[src/hw/rtl/spjg_pkg.sv]
// Shared types, command codes, register indexes and reset values of the step pulse generator.
package spjg_pkg;

    // Command codes carried in tuser.
    localparam int CMD_W = 4;
    localparam logic [CMD_W-1:0] CMD_TICK    = 4'd0;
    localparam logic [CMD_W-1:0] CMD_START   = 4'd1;
    localparam logic [CMD_W-1:0] CMD_PAUSE   = 4'd2;
    localparam logic [CMD_W-1:0] CMD_RESUME  = 4'd3;
    localparam logic [CMD_W-1:0] CMD_CANCEL  = 4'd4;
    localparam logic [CMD_W-1:0] CMD_ENABLE  = 4'd5;
    localparam logic [CMD_W-1:0] CMD_DISABLE = 4'd6;
    localparam logic [CMD_W-1:0] CMD_SLEEP   = 4'd7;
    localparam logic [CMD_W-1:0] CMD_WAKE    = 4'd8;

    // Configuration register indexes.
    localparam int CFG_IDX_W = 8;
    localparam logic [CFG_IDX_W-1:0] REG_PULSE_COUNT    = 8'd0;
    localparam logic [CFG_IDX_W-1:0] REG_PULSE_INTERVAL = 8'd1;
    localparam logic [CFG_IDX_W-1:0] REG_PULSE_ON       = 8'd2;
    localparam logic [CFG_IDX_W-1:0] REG_MICROSTEP_DIV  = 8'd3;
    localparam logic [CFG_IDX_W-1:0] REG_DIRECTION      = 8'd4;
    localparam logic [CFG_IDX_W-1:0] REG_FAULT_CHECK    = 8'd5;
    localparam logic [CFG_IDX_W-1:0] REG_MIN_INTERVAL   = 8'd6;
    localparam logic [CFG_IDX_W-1:0] REG_MAX_INTERVAL   = 8'd7;

    localparam int CFG_DATA_W = 32;

    // Defaults for the module parameters.
    localparam int DEFAULT_INTERVAL_DEF = 1000;
    localparam int TIME_BITS_DEF        = 32;

    // Register reset values.
    localparam logic [31:0] RST_PULSE_COUNT    = 32'd0;
    localparam logic [31:0] RST_PULSE_INTERVAL = 32'd1000;
    localparam logic [31:0] RST_PULSE_ON       = 32'd500;
    localparam logic [7:0]  RST_MICROSTEP_DIV  = 8'd1;
    localparam logic        RST_DIRECTION      = 1'b0;
    localparam logic [31:0] RST_FAULT_CHECK    = 32'd1000000;
    localparam logic [31:0] RST_MIN_INTERVAL   = 32'd100;
    localparam logic [31:0] RST_MAX_INTERVAL   = 32'd100000;

    // Microstep pin codes.
    localparam logic [2:0] USTEP_FULL = 3'd0;
    localparam logic [2:0] USTEP_2    = 3'd1;
    localparam logic [2:0] USTEP_4    = 3'd2;
    localparam logic [2:0] USTEP_8    = 3'd3;
    localparam logic [2:0] USTEP_16   = 3'd4;
    localparam logic [2:0] USTEP_32   = 3'd5;

    // Packed widths of the stream payloads.
    localparam int S_TDATA_W = 40;
    localparam int M_TDATA_W = 48;

    typedef struct packed {
        logic [31:0] pulse_count;
        logic [31:0] step_period;
        logic [31:0] pulse_on;
        logic [7:0]  microstep_div;
        logic        direction;
        logic [31:0] fault_check;
        logic [31:0] min_interval;
        logic [31:0] max_interval;
    } cfg_t;

    typedef struct packed {
        logic       enabled;
        logic       running;
        logic       paused;
        logic       fault;
        logic       sleep;
        logic       step;
        logic       dir;
        logic       enable_pin_n;
        logic       sleep_pin_n;
        logic [2:0] code;
    } flags_t;

    typedef struct packed {
        logic [7:0]  status_flags;
        logic        step_level;
        logic        dir_level;
        logic        enable_n;
        logic        sleep_n;
        logic [2:0]  microstep_code;
        logic [31:0] pulses_left;
    } result_t;

    function automatic logic [2:0] decode_microstep(input logic [7:0] div);
        logic [2:0] code;
        unique case (div)
            8'd2:    code = USTEP_2;
            8'd4:    code = USTEP_4;
            8'd8:    code = USTEP_8;
            8'd16:   code = USTEP_16;
            8'd32:   code = USTEP_32;
            default: code = USTEP_FULL;
        endcase
        return code;
    endfunction

endpackage

[src/hw/rtl/spjg_core.sv]
// Job state and per-command next-state logic of the step pulse generator.
module spjg_core #(
    parameter int DEFAULT_INTERVAL = spjg_pkg::DEFAULT_INTERVAL_DEF,
    parameter int TIME_BITS        = spjg_pkg::TIME_BITS_DEF
) (
    input  logic                         aclk,
    input  logic                         aresetn,
    input  logic                         step_en,
    input  logic [spjg_pkg::CMD_W-1:0]   cmd,
    input  logic [31:0]                  now_us,
    input  logic                         fault_active,
    input  spjg_pkg::cfg_t               cfg,
    output spjg_pkg::result_t            result
);

    localparam int CW = (TIME_BITS > 32) ? TIME_BITS : 32;

    // After reset every flag is low except the inactive (high) enable pin.
    localparam spjg_pkg::flags_t FLAGS_RST = '{enable_pin_n: 1'b1, default: '0};

    spjg_pkg::flags_t     flags_reg, flags_next;
    logic [TIME_BITS-1:0] next_on_reg, next_on_next;
    logic [TIME_BITS-1:0] next_off_reg, next_off_next;
    logic [TIME_BITS-1:0] last_check_reg, last_check_next;
    logic [31:0]          remaining_reg, remaining_next;
    logic [31:0]          eff_interval_reg, eff_interval_next;
    logic [31:0]          eff_on_reg, eff_on_next;

    logic [CW-1:0]        now_x;
    logic [TIME_BITS-1:0] now_t;
    logic [TIME_BITS-1:0] diff_on, diff_off, elapsed;
    logic                 due_on, due_off, check_due;
    logic [CW-1:0]        sum_on, sum_off;
    logic                 job_active;
    logic [31:0]          start_interval, start_on;

    assign now_x   = CW'(now_us);
    assign now_t   = now_x[TIME_BITS-1:0];
    assign diff_on  = now_t - next_on_reg;
    assign diff_off = now_t - next_off_reg;
    assign elapsed  = now_t - last_check_reg;
    // A time is due when it lies in the half of the wrapped range behind now.
    assign due_on    = ~diff_on[TIME_BITS-1];
    assign due_off   = ~diff_off[TIME_BITS-1];
    assign check_due = CW'(elapsed) >= CW'(cfg.fault_check);
    assign sum_on  = CW'(now_t) + CW'(eff_interval_reg);
    assign sum_off = CW'(now_t) + CW'(eff_on_reg);
    assign job_active = flags_reg.enabled & flags_reg.running & ~flags_reg.paused;

    assign start_interval = (cfg.step_period > cfg.min_interval &&
                             cfg.step_period < cfg.max_interval)
                            ? cfg.step_period : 32'(DEFAULT_INTERVAL);
    assign start_on = (cfg.pulse_on < start_interval) ? cfg.pulse_on
                                                      : {1'b0, start_interval[31:1]};

    always_comb begin
        flags_next        = flags_reg;
        next_on_next      = next_on_reg;
        next_off_next     = next_off_reg;
        last_check_next   = last_check_reg;
        remaining_next    = remaining_reg;
        eff_interval_next = eff_interval_reg;
        eff_on_next       = eff_on_reg;
        if (step_en) begin
            unique case (cmd)
                spjg_pkg::CMD_TICK: begin
                    if (job_active) begin
                        if (remaining_reg != 32'd0) begin
                            if (!flags_reg.step) begin
                                if (due_on) begin
                                    flags_next.step = 1'b1;
                                    next_off_next   = sum_off[TIME_BITS-1:0];
                                    next_on_next    = sum_on[TIME_BITS-1:0];
                                end
                            end else if (due_off) begin
                                flags_next.step = 1'b0;
                                remaining_next  = remaining_reg - 32'd1;
                            end
                        end else begin
                            flags_next.running = 1'b0;
                        end
                    end
                    if (check_due) begin
                        last_check_next = now_t;
                        if (fault_active) begin
                            flags_next.fault        = 1'b1;
                            flags_next.running      = 1'b0;
                            flags_next.enabled      = 1'b0;
                            flags_next.enable_pin_n = 1'b1;
                        end else begin
                            flags_next.fault = 1'b0;
                        end
                    end
                end
                spjg_pkg::CMD_START: begin
                    if (fault_active) begin
                        flags_next.fault        = 1'b1;
                        flags_next.running      = 1'b0;
                        flags_next.sleep        = 1'b1;
                        flags_next.sleep_pin_n  = 1'b0;
                        flags_next.enabled      = 1'b0;
                        flags_next.enable_pin_n = 1'b1;
                    end else begin
                        flags_next.fault        = 1'b0;
                        flags_next.running      = 1'b1;
                        flags_next.paused       = 1'b0;
                        flags_next.dir          = cfg.direction;
                        flags_next.code         = spjg_pkg::decode_microstep(cfg.microstep_div);
                        flags_next.step         = 1'b0;
                        flags_next.sleep_pin_n  = 1'b1;
                        flags_next.enable_pin_n = 1'b0;
                        next_on_next            = now_t;
                        eff_interval_next       = start_interval;
                        eff_on_next             = start_on;
                        remaining_next          = cfg.pulse_count;
                    end
                end
                spjg_pkg::CMD_PAUSE: begin
                    flags_next.paused = 1'b1;
                end
                spjg_pkg::CMD_RESUME: begin
                    flags_next.paused = 1'b0;
                    next_on_next      = now_t;
                end
                spjg_pkg::CMD_CANCEL: begin
                    flags_next.running = 1'b0;
                    flags_next.step    = 1'b0;
                    remaining_next     = 32'd0;
                end
                spjg_pkg::CMD_ENABLE: begin
                    flags_next.enabled      = 1'b1;
                    flags_next.enable_pin_n = 1'b0;
                end
                spjg_pkg::CMD_DISABLE: begin
                    flags_next.enabled      = 1'b0;
                    flags_next.enable_pin_n = 1'b1;
                end
                spjg_pkg::CMD_SLEEP: begin
                    flags_next.sleep       = 1'b1;
                    flags_next.sleep_pin_n = 1'b0;
                end
                spjg_pkg::CMD_WAKE: begin
                    flags_next.sleep       = 1'b0;
                    flags_next.sleep_pin_n = 1'b1;
                end
                default: begin
                end
            endcase
        end
    end

    always_ff @(posedge aclk) begin
        if (!aresetn) begin
            flags_reg              <= FLAGS_RST;
            next_on_reg            <= '0;
            next_off_reg           <= '0;
            last_check_reg         <= '0;
            remaining_reg          <= '0;
            eff_interval_reg       <= 32'(DEFAULT_INTERVAL);
            eff_on_reg             <= 32'(DEFAULT_INTERVAL / 2);
        end else begin
            flags_reg        <= flags_next;
            next_on_reg      <= next_on_next;
            next_off_reg     <= next_off_next;
            last_check_reg   <= last_check_next;
            remaining_reg    <= remaining_next;
            eff_interval_reg <= eff_interval_next;
            eff_on_reg       <= eff_on_next;
        end
    end

    // The result reflects the state as it stands after this command.
    assign result.status_flags   = {flags_next.sleep, flags_next.running, flags_next.enabled,
                                    2'b00, flags_next.paused, flags_next.fault, flags_next.dir};
    assign result.step_level     = flags_next.step;
    assign result.dir_level      = flags_next.dir;
    assign result.enable_n       = flags_next.enable_pin_n;
    assign result.sleep_n        = flags_next.sleep_pin_n;
    assign result.microstep_code = flags_next.code;
    assign result.pulses_left    = remaining_next;

endmodule

[src/hw/rtl/stepper_pulse_job_generator_unit.sv]
// Top level of the stepper step pulse job generator: stream ports, config registers, staging.
// Staging: an accepted command item waits in the input register; its core result is
// captured in the result register that drives m_tdata. Throughput: one command item
// per clock unless m_tready stalls the result register; the core needs a single pass of
// compares and adds. Reset: aresetn is synchronous and active low; it empties both stages
// and returns the config registers and the job state to their documented reset values.
module stepper_pulse_job_generator_unit #(
    parameter int DEFAULT_INTERVAL = spjg_pkg::DEFAULT_INTERVAL_DEF,
    parameter int TIME_BITS        = spjg_pkg::TIME_BITS_DEF
) (
    input  logic                                aclk,
    input  logic                                aresetn,
    // Command stream.
    input  logic                                s_tvalid,
    output logic                                s_tready,
    // s_tdata: now_us [31:0], fault_active [32], zero pad [39:33].
    input  logic [spjg_pkg::S_TDATA_W-1:0]      s_tdata,
    // s_tuser: cmd [3:0].
    input  logic [spjg_pkg::CMD_W-1:0]          s_tuser,
    // Result stream.
    output logic                                m_tvalid,
    input  logic                                m_tready,
    // m_tdata: status_flags [7:0], step_level [8], dir_level [9], enable_n [10],
    // sleep_n [11], microstep_code [14:12], pulses_left [46:15], zero pad [47].
    output logic [spjg_pkg::M_TDATA_W-1:0]      m_tdata,
    // Configuration write channel.
    input  logic                                cfg_valid,
    output logic                                cfg_ready,
    input  logic [spjg_pkg::CFG_IDX_W-1:0]      cfg_index,
    input  logic [spjg_pkg::CFG_DATA_W-1:0]     cfg_data
);

    spjg_pkg::cfg_t cfg_reg, cfg_next;

    logic                         in_valid_reg, in_valid_next;
    logic [spjg_pkg::CMD_W-1:0]   in_cmd_reg;
    logic [31:0]                  in_now_reg;
    logic                         in_fault_reg;
    logic                         out_valid_reg, out_valid_next;
    spjg_pkg::result_t            out_data_reg;
    spjg_pkg::result_t            core_result;

    logic s_fire;
    logic advance;

    // The configuration port never stalls; a write is registered at the next clock edge.
    assign cfg_ready = 1'b1;

    always_comb begin
        cfg_next = cfg_reg;
        if (cfg_valid) begin
            unique case (cfg_index)
                spjg_pkg::REG_PULSE_COUNT:    cfg_next.pulse_count    = cfg_data;
                spjg_pkg::REG_PULSE_INTERVAL: cfg_next.step_period    = cfg_data;
                spjg_pkg::REG_PULSE_ON:       cfg_next.pulse_on       = cfg_data;
                spjg_pkg::REG_MICROSTEP_DIV:  cfg_next.microstep_div  = cfg_data[7:0];
                spjg_pkg::REG_DIRECTION:      cfg_next.direction      = cfg_data[0];
                spjg_pkg::REG_FAULT_CHECK:    cfg_next.fault_check    = cfg_data;
                spjg_pkg::REG_MIN_INTERVAL:   cfg_next.min_interval   = cfg_data;
                spjg_pkg::REG_MAX_INTERVAL:   cfg_next.max_interval   = cfg_data;
                default: begin
                end
            endcase
        end
    end

    // The input stage hands its item to the core whenever the result register is free or
    // is being emptied in the same cycle; a new item can enter behind it at once.
    assign advance  = in_valid_reg & (~out_valid_reg | m_tready);
    assign s_tready = ~in_valid_reg | advance;
    assign s_fire   = s_tvalid & s_tready;

    assign in_valid_next  = s_fire | (in_valid_reg & ~advance);
    assign out_valid_next = advance | (out_valid_reg & ~m_tready);

    always_ff @(posedge aclk) begin
        if (!aresetn) begin
            cfg_reg.pulse_count    <= spjg_pkg::RST_PULSE_COUNT;
            cfg_reg.step_period    <= spjg_pkg::RST_PULSE_INTERVAL;
            cfg_reg.pulse_on       <= spjg_pkg::RST_PULSE_ON;
            cfg_reg.microstep_div  <= spjg_pkg::RST_MICROSTEP_DIV;
            cfg_reg.direction      <= spjg_pkg::RST_DIRECTION;
            cfg_reg.fault_check    <= spjg_pkg::RST_FAULT_CHECK;
            cfg_reg.min_interval   <= spjg_pkg::RST_MIN_INTERVAL;
            cfg_reg.max_interval   <= spjg_pkg::RST_MAX_INTERVAL;
            in_valid_reg           <= 1'b0;
            out_valid_reg          <= 1'b0;
        end else begin
            cfg_reg       <= cfg_next;
            in_valid_reg  <= in_valid_next;
            out_valid_reg <= out_valid_next;
        end
    end

    // Payload registers carry no reset; their valid bits qualify them.
    always_ff @(posedge aclk) begin
        if (s_fire) begin
            in_cmd_reg   <= s_tuser;
            in_now_reg   <= s_tdata[31:0];
            in_fault_reg <= s_tdata[32];
        end
        if (advance) begin
            out_data_reg <= core_result;
        end
    end

    spjg_core #(
        .DEFAULT_INTERVAL (DEFAULT_INTERVAL),
        .TIME_BITS        (TIME_BITS)
    ) u_core (
        .aclk         (aclk),
        .aresetn      (aresetn),
        .step_en      (advance),
        .cmd          (in_cmd_reg),
        .now_us       (in_now_reg),
        .fault_active (in_fault_reg),
        .cfg          (cfg_reg),
        .result       (core_result)
    );

    assign m_tvalid = out_valid_reg;
    assign m_tdata  = {1'b0, out_data_reg.pulses_left, out_data_reg.microstep_code,
                       out_data_reg.sleep_n, out_data_reg.enable_n, out_data_reg.dir_level,
                       out_data_reg.step_level, out_data_reg.status_flags};

endmodule

[config.mk]
export PLATFORM = sky130hd
export DESIGN_NAME = stepper_pulse_job_generator_unit
export DESIGN_NICKNAME = d
export VERILOG_FILES = /design/src/hw/rtl/spjg_pkg.sv /design/src/hw/rtl/spjg_core.sv /design/src/hw/rtl/stepper_pulse_job_generator_unit.sv
export SDC_FILE = /design/constraint.sdc
export NUM_CORES = 1
export LEC_CHECK = 0
export ABC_AREA = 1
export BUFFER_PORTS_ARGS = -buffer_cell sky130_fd_sc_hd__buf_4
export CAP_MARGIN = 20
export CORE_MARGIN = 3
export CORE_UTILIZATION = 45
export DETAILED_ROUTE_END_ITERATION = 16
export GPL_TIMING_DRIVEN = 0
export PLACE_DENSITY = 0.7
export SLEW_MARGIN = 20
export SYNTH_ARGS = -nofsm -noshare
export SYNTH_HDL_FRONTEND = slang
export SYNTH_SLANG_ARGS = --single-unit
[constraint.sdc]
create_clock -name aclk -period 7.6 [get_ports aclk]
set_input_delay 0.38 -clock aclk [delete_from_list [all_inputs] [get_ports aclk]]
set_output_delay 0.38 -clock aclk [all_outputs]
set_load 0.02 [all_outputs]
==> results of run 1 <==
[power by group]
part / switching (W) / internal (W)
registers: 0.0000565 / 0.00267
logic: 0.000483 / 0.000258
clock network: 0.00113 / 0.00155
[worst min-delay path: stages]
cell and delay, ps:
buf_4 110, nand2_1 60, o211ai_1 70
[cell type report]
| cell class | count | area [um2] | share of cell area, % |
|---|---|---|---|
| well taps | 837 | 1050 | 3.23 |
| multi-input cells | 2594 | 15100 | 46.6 |
| clock buffers | 78 | 1580 | 4.87 |
| repair buffers | 172 | 1420 | 4.38 |
| inverters | 488 | 1830 | 5.65 |
| clock inverters | 19 | 239 | 0.736 |
| flip-flops and latches | 488 | 10600 | 32.6 |
| plain buffers | 155 | 644 | 1.99 |
[cell usage after synthesis (5+ instances only)]
cell      instances
a221oi_1         39
o211ai_1         37
dfxtp_1         407
inv_2            29
o221ai_1          5
nand3_1         162
o21a_1           17
nor2_1          270
a21oi_1         504
clkinv_1          6
inv_1           453
edfxtp_1         81
clkbuf_1        120
nor4_1           15
a21oi_2           6
xor2_1           64
buf_4             6
nor3_1           31
or2_2            10
buf_2            20
o21bai_1         11
xnor2_1          21
a21boi_1          6
nor2_2            7
nand4_1          35
o21ai_1          39
a211oi_1         16
buf_1             7
o21ai_0         341
nand2_1         595
ha_1            280
and2_1            9
a31oi_1          11
[final timing paths]
kind | startpoint | end | slack, ps | depth (start not counted)
worst max register to register | in_now_reg[0] | u_core.last_check_reg[20] | 1840 | 28
worst max-delay path | in_now_reg[0] | u_core.last_check_reg[20] | 1840 | 28
worst min-delay path | cfg_data[18] | cfg_reg[82] | 30 | 3
worst min register to register | u_core.next_off_reg[0] | u_core.next_off_reg[0] | 450 | 2
[through the flow]
stage / power (W) / cell area, um2
after floorplan: 0.00322 / 28200
after global placement: 0.00348 / 30200
after detailed placement: 0.00349 / 30200
after CTS: 0.00617 / 32500
after global routing: 0.00637 / 32500
final: 0.00615 / 32500
[kinds of logic (layout without fill, tap and decap cells)]
logic type      Yosys count  after routing  synth area share (%)
simple gates           1160           1160                  17.6
compound gates         1062           1062                  20.8
buf+inv                 643            912                  8.79
flops                   488            488                  37.6
fa+ha+maj               283            283                  12.7
xor+xnor                 85             85                  2.64
other cells               2              4                0.0267
[metal layers]
metal | up-vias | track usage [%] | share of wire [%]
li1 | 13100 | - | -
met1 | 12300 | 35.1 | 42
met2 | 1033 | 43.1 | 44
met3 | 240 | 7.43 | 9.9
met4 | 2 | 11.1 | 4.3
met5 | - | 0 | 0.014
[timing repair]
action                                 in CTS  in global routing
hold buffers                               42                  0
endpoints found under the hold margin      43                  0
setup buffers                               0                  0
==> results.tsv, run 1 <==
metric	value	unit
status	complete, no violations	
fraction of layout instances using a drive strength above 1	8.09	%
average detailed-routed wire length per instance	19.2	um
clock input transition at the sequential cells of the worst setup and hold paths	60	ps
crit path capture type	flop	
total negative setup slack	0	ps
most prevalent standard cell on the critical path	nand2_1	
Worst path max stage delay	600	ps
io pins	140	
root buffer cell	clkbuf_16	
final core area utilization	52.5	%
pin count of the biggest net entering global routing	37	
effective utilization at floorplan	45.5	%
die area	65600	um2
Final Hold Viols	0	
final number of setup-violating endpoints	0	
total vias in the final route	26700	
number of instances in the synthesized netlist	3723	
Final period util	75.8	%
number of inserted filler cells in the final layout	5947	
fraction of synthesis flops using an asynchronous set or reset pin	0	%
area growth from synthesis to final layout	15.3	%
non-filler cells, final	4831	
clock insertion delay at the later pin of the skew report	630	ps
count of state elements after synthesis	488	
post-DR vias/cell	5.52	
final global-route overflow total	0	
floorplan die width	256	um
number of flops mapped to enable cells by yosys	81	
startpoint-to-endpoint class of the critical path	reg2reg	
power density over cell area	190	nW/um2
number of global-route vias before repair	24600	
Max Freq	174	MHz
maximum fanout encountered on the critical timing path	10	
distinct cell type count of the synthesized netlist	64	
first-pass GRT wire length	140000	um
Core Area	61800	um2
type of element launching the critical path	flop	
Avg Synthesized Cell Area	7.56	um2
number of nets in the finished design	4324	
worst min-delay path class	in2reg	
worst endpoint data arrival time	6240	ps
reported max-cap violation count	0	
max reg flops	201	
number of detailed-routing iterations run before antenna repair	6	
register area share after synthesis	37.6	%
# clock sinks	488	
Starting DRT DRC Count	2220	
routed wire length	92500	um
Die Y	256	um
worst slack, placed	1970	ps
critical path data required time	8080	ps
final setup margin	1840	ps
dpl hpwl	70500	um
area fraction of the dominant cell type after synthesis	28.9	%
dpl cells	4692	
count of buffers inserted at the top-level ports	128	
crit-path leading delay family	compound AO/OA/AOI/OAI gates	
number of placement rows	91	
number of antenna violations at the first check in global routing	1	
buffer levels on the longest clock path	3	
commonest non-fill, non-tap cells in the layout	nand2_1 (595), a21oi_1 (504), inv_1 (452)	
total DRC errors in the routed layout	0	
routability cong.	1.00	
min cycle time layout	5760	ps
Post-Syn Area	28200	um2
H-tree depth	2	
maximum clock skew at final layout	21.8	ps
cell taking the most area after synthesis	dfxtp_1	
maximum VDD drop	0.157	mV
clock tree from TritonCTS	done	
total count of max-transition violations in the final report	0	
leakage dissipation	14.0	nW
global router's overall resource usage	27.2	%
dominant cells by area after synthesis	dfxtp_1 (29%), ha_1 (12%), a21oi_1 (9.0%), edfxtp_1 (8.6%), nand2_1 (7.9%)	
leading register cell type out of synthesis	dfxtp_1	
WP buf/inv	4	
cell with the biggest individual delay on the critical path	a21oi_1	
remaining antenna violation count after routing	0	
Inserted Clock Buffers	53	
most frequent standard cell in the layout excluding fill and tap cells	nand2_1	
Resized Gates After CTS	0	
warning count from the yosys run	0	
slew at the pin with the worst max-slew slack	1070	ps
final hold slack	25.3	ps
final antenna diode count	0	
unrepaired setup endpoints after global routing	no	
worst slew margin relative to its limit	28.5	%
(Power assumes the default switching activity.)
==> run 2, diff against run 1 <==
==> constraint.sdc (replaced) <==
create_clock -name aclk -period 6 [get_ports aclk]
set_input_delay 0.3 -clock aclk [delete_from_list [all_inputs] [get_ports aclk]]
set_output_delay 0.3 -clock aclk [all_outputs]
set_load 0.02 [all_outputs]
==> results.tsv, run 2 (same netlist as run 1, synthesis figures left out) <==
metric	value	unit
H-tree depth	2	
maximum clock skew at final layout	21.1	ps
die area	65600	um2
Final period util	91.9	%
sequential share of power	44.3	%
clock input transition at the sequential cells of the worst setup and hold paths	60	ps
leakage dissipation	14.1	nW
number of placement rows	91	
# clock sinks	488	
Final Hold Viols	0	
max reg flops	201	
status	complete, no violations	
root buffer cell	clkbuf_16	
Starting DRT DRC Count	2281	
unrepaired setup endpoints after global routing	no	
most frequent standard cell in the layout excluding fill and tap cells	nand2_1	
critical path data required time	6480	ps
slew at the pin with the worst max-slew slack	1100	ps
fraction of layout instances using a drive strength above 1	8.09	%
maximum VDD drop	0.200	mV
clock insertion delay at the later pin of the skew report	630	ps
total negative setup slack	0	ps
pin count of the biggest net entering global routing	37	
power density over cell area	239	nW/um2
Post-CTS Setup Bufs	0	
final global-route overflow total	0	
Max Freq	181	MHz
effective utilization at floorplan	45.5	%
clock tree from TritonCTS	done	
min cycle time layout	5510	ps
startpoint-to-endpoint class of the critical path	reg2reg	
total vias in the final route	26800	
buffer levels on the longest clock path	3	
final number of setup-violating endpoints	0	
dpl hpwl	70500	um
first-pass GRT wire length	141000	um
routability cong.	1.00	
remaining antenna violation count after routing	0	
routed wire length	92600	um
total count of max-transition violations in the final report	0	
Placed Instance Area	30200	um2
global router's overall resource usage	27.3	%
final design area excluding fillers	32600	um2
area growth from synthesis to final layout	15.7	%
worst min-delay path class	in2reg	
io pins	140	
crit path capture type	flop	
average detailed-routed wire length per instance	19.1	um
number of antenna violations at the first check in global routing	1	
count of buffers inserted at the top-level ports	128	
clock network fraction of total power	43.6	%
worst slew margin relative to its limit	26.8	%
Sw Ratio	27.2	%
combinational group share of total power	12.1	%
Core Area	61800	um2
number of nets in the finished design	4337	
maximum fanout encountered on the critical timing path	10	
final antenna diode count	0	
switching power	0.00212	W
reported max-cap violation count	0	
floorplan die width	256	um
number of global-route vias before repair	24700	
post-DR vias/cell	5.54	
Inserted Clock Buffers	53	
commonest non-fill, non-tap cells in the layout	nand2_1 (595), a21oi_1 (503), inv_1 (452)	
worst endpoint data arrival time	5990	ps
Die Y	256	um
number of detailed-routing iterations run before antenna repair	6	
cell internal power dissipation	0.00568	W
total DRC errors in the routed layout	0	
type of element launching the critical path	flop	
-- run 2: cell type report --
cell class                      instances  area [um2]
Buffer                                155         644
Clock buffer                           78        1580
Clock inverter                         19         239
Fill cell                            5940       29200
Inverter                              488        1830
Multi-Input combinational cell       2594       15100
Sequential cell                       488       10600
Tap cell                              837        1050
Timing Repair Buffer                  185        1550
-- run 2: metrics by stage --
stage	std cells	util [%]	hold WS, ps	worst slack [ps]	total power, W
global placement	4690	48.8	441	417	0.00440
floorplan	3725	-	399	1850	0.00407
global route	4844	52.7	25.7	27.0	0.00807
finish	4844	52.7	30.7	485	0.00780
CTS	4844	52.7	0.210	366	0.00782
detailed placement	4692	48.9	447	374	0.00442
-- run 2: power groups by stage --
stage                     combinational, W  clock, W  sequential, W
after global routing               0.00105   0.00357        0.00346
after floorplan                   0.000564         0        0.00351
after CTS                         0.000929   0.00344        0.00345
after detailed placement          0.000894         0        0.00352
after global placement            0.000877         0        0.00353
final                             0.000946   0.00340        0.00346
-- run 2: worst paths after layout --
| path | slack (ps) | end | startpoint | cells past startpoint |
|---|---|---|---|---|
| setup / recovery | 490 | u_core.last_check_reg[20] | in_now_reg[2] | 22 |
| hold / removal | 30 | cfg_reg[159] | cfg_data[22] | 3 |
| setup reg to reg | 490 | u_core.last_check_reg[20] | in_now_reg[2] | 22 |
| hold reg to reg | 450 | u_core.next_off_reg[0] | u_core.next_off_reg[0] | 2 |
-- run 2: routing by layer --
metal,track usage (%),up-vias,share of wire (%)
met3,7.41,252,10
li1,-,13100,-
met2,43.3,1083,44
met4,11.1,2,4.5
met1,35.2,12400,42
met5,0,-,0.014
-- run 2: worst max-delay path, cell delays in order (launching register included) --
cell      delay (ps)
edfxtp_1         570
ha_1             430
a21oi_1          160
nand2_1          110
a21oi_2          180
o21ai_1           80
a21oi_1          200
o21ai_1          130
a21boi_2         340
o21ai_1          190
a21boi_1         240
xnor2_1          180
ha_1             280
a21oi_1          180
nor2_1            60
a211oi_1         210
o221a_2          220
nand2_1           50
nand2_1          270
nand2_1          120
nand2_1          440
clkbuf_1         570
a21oi_1          160
-- run 2: what timing repair did --
item | in CTS | in global routing
hold buffers | 55 | 0
endpoints found under the setup margin | 0 | 33
endpoints found under the hold margin | 58 | 0
resized for setup | 0 | 1
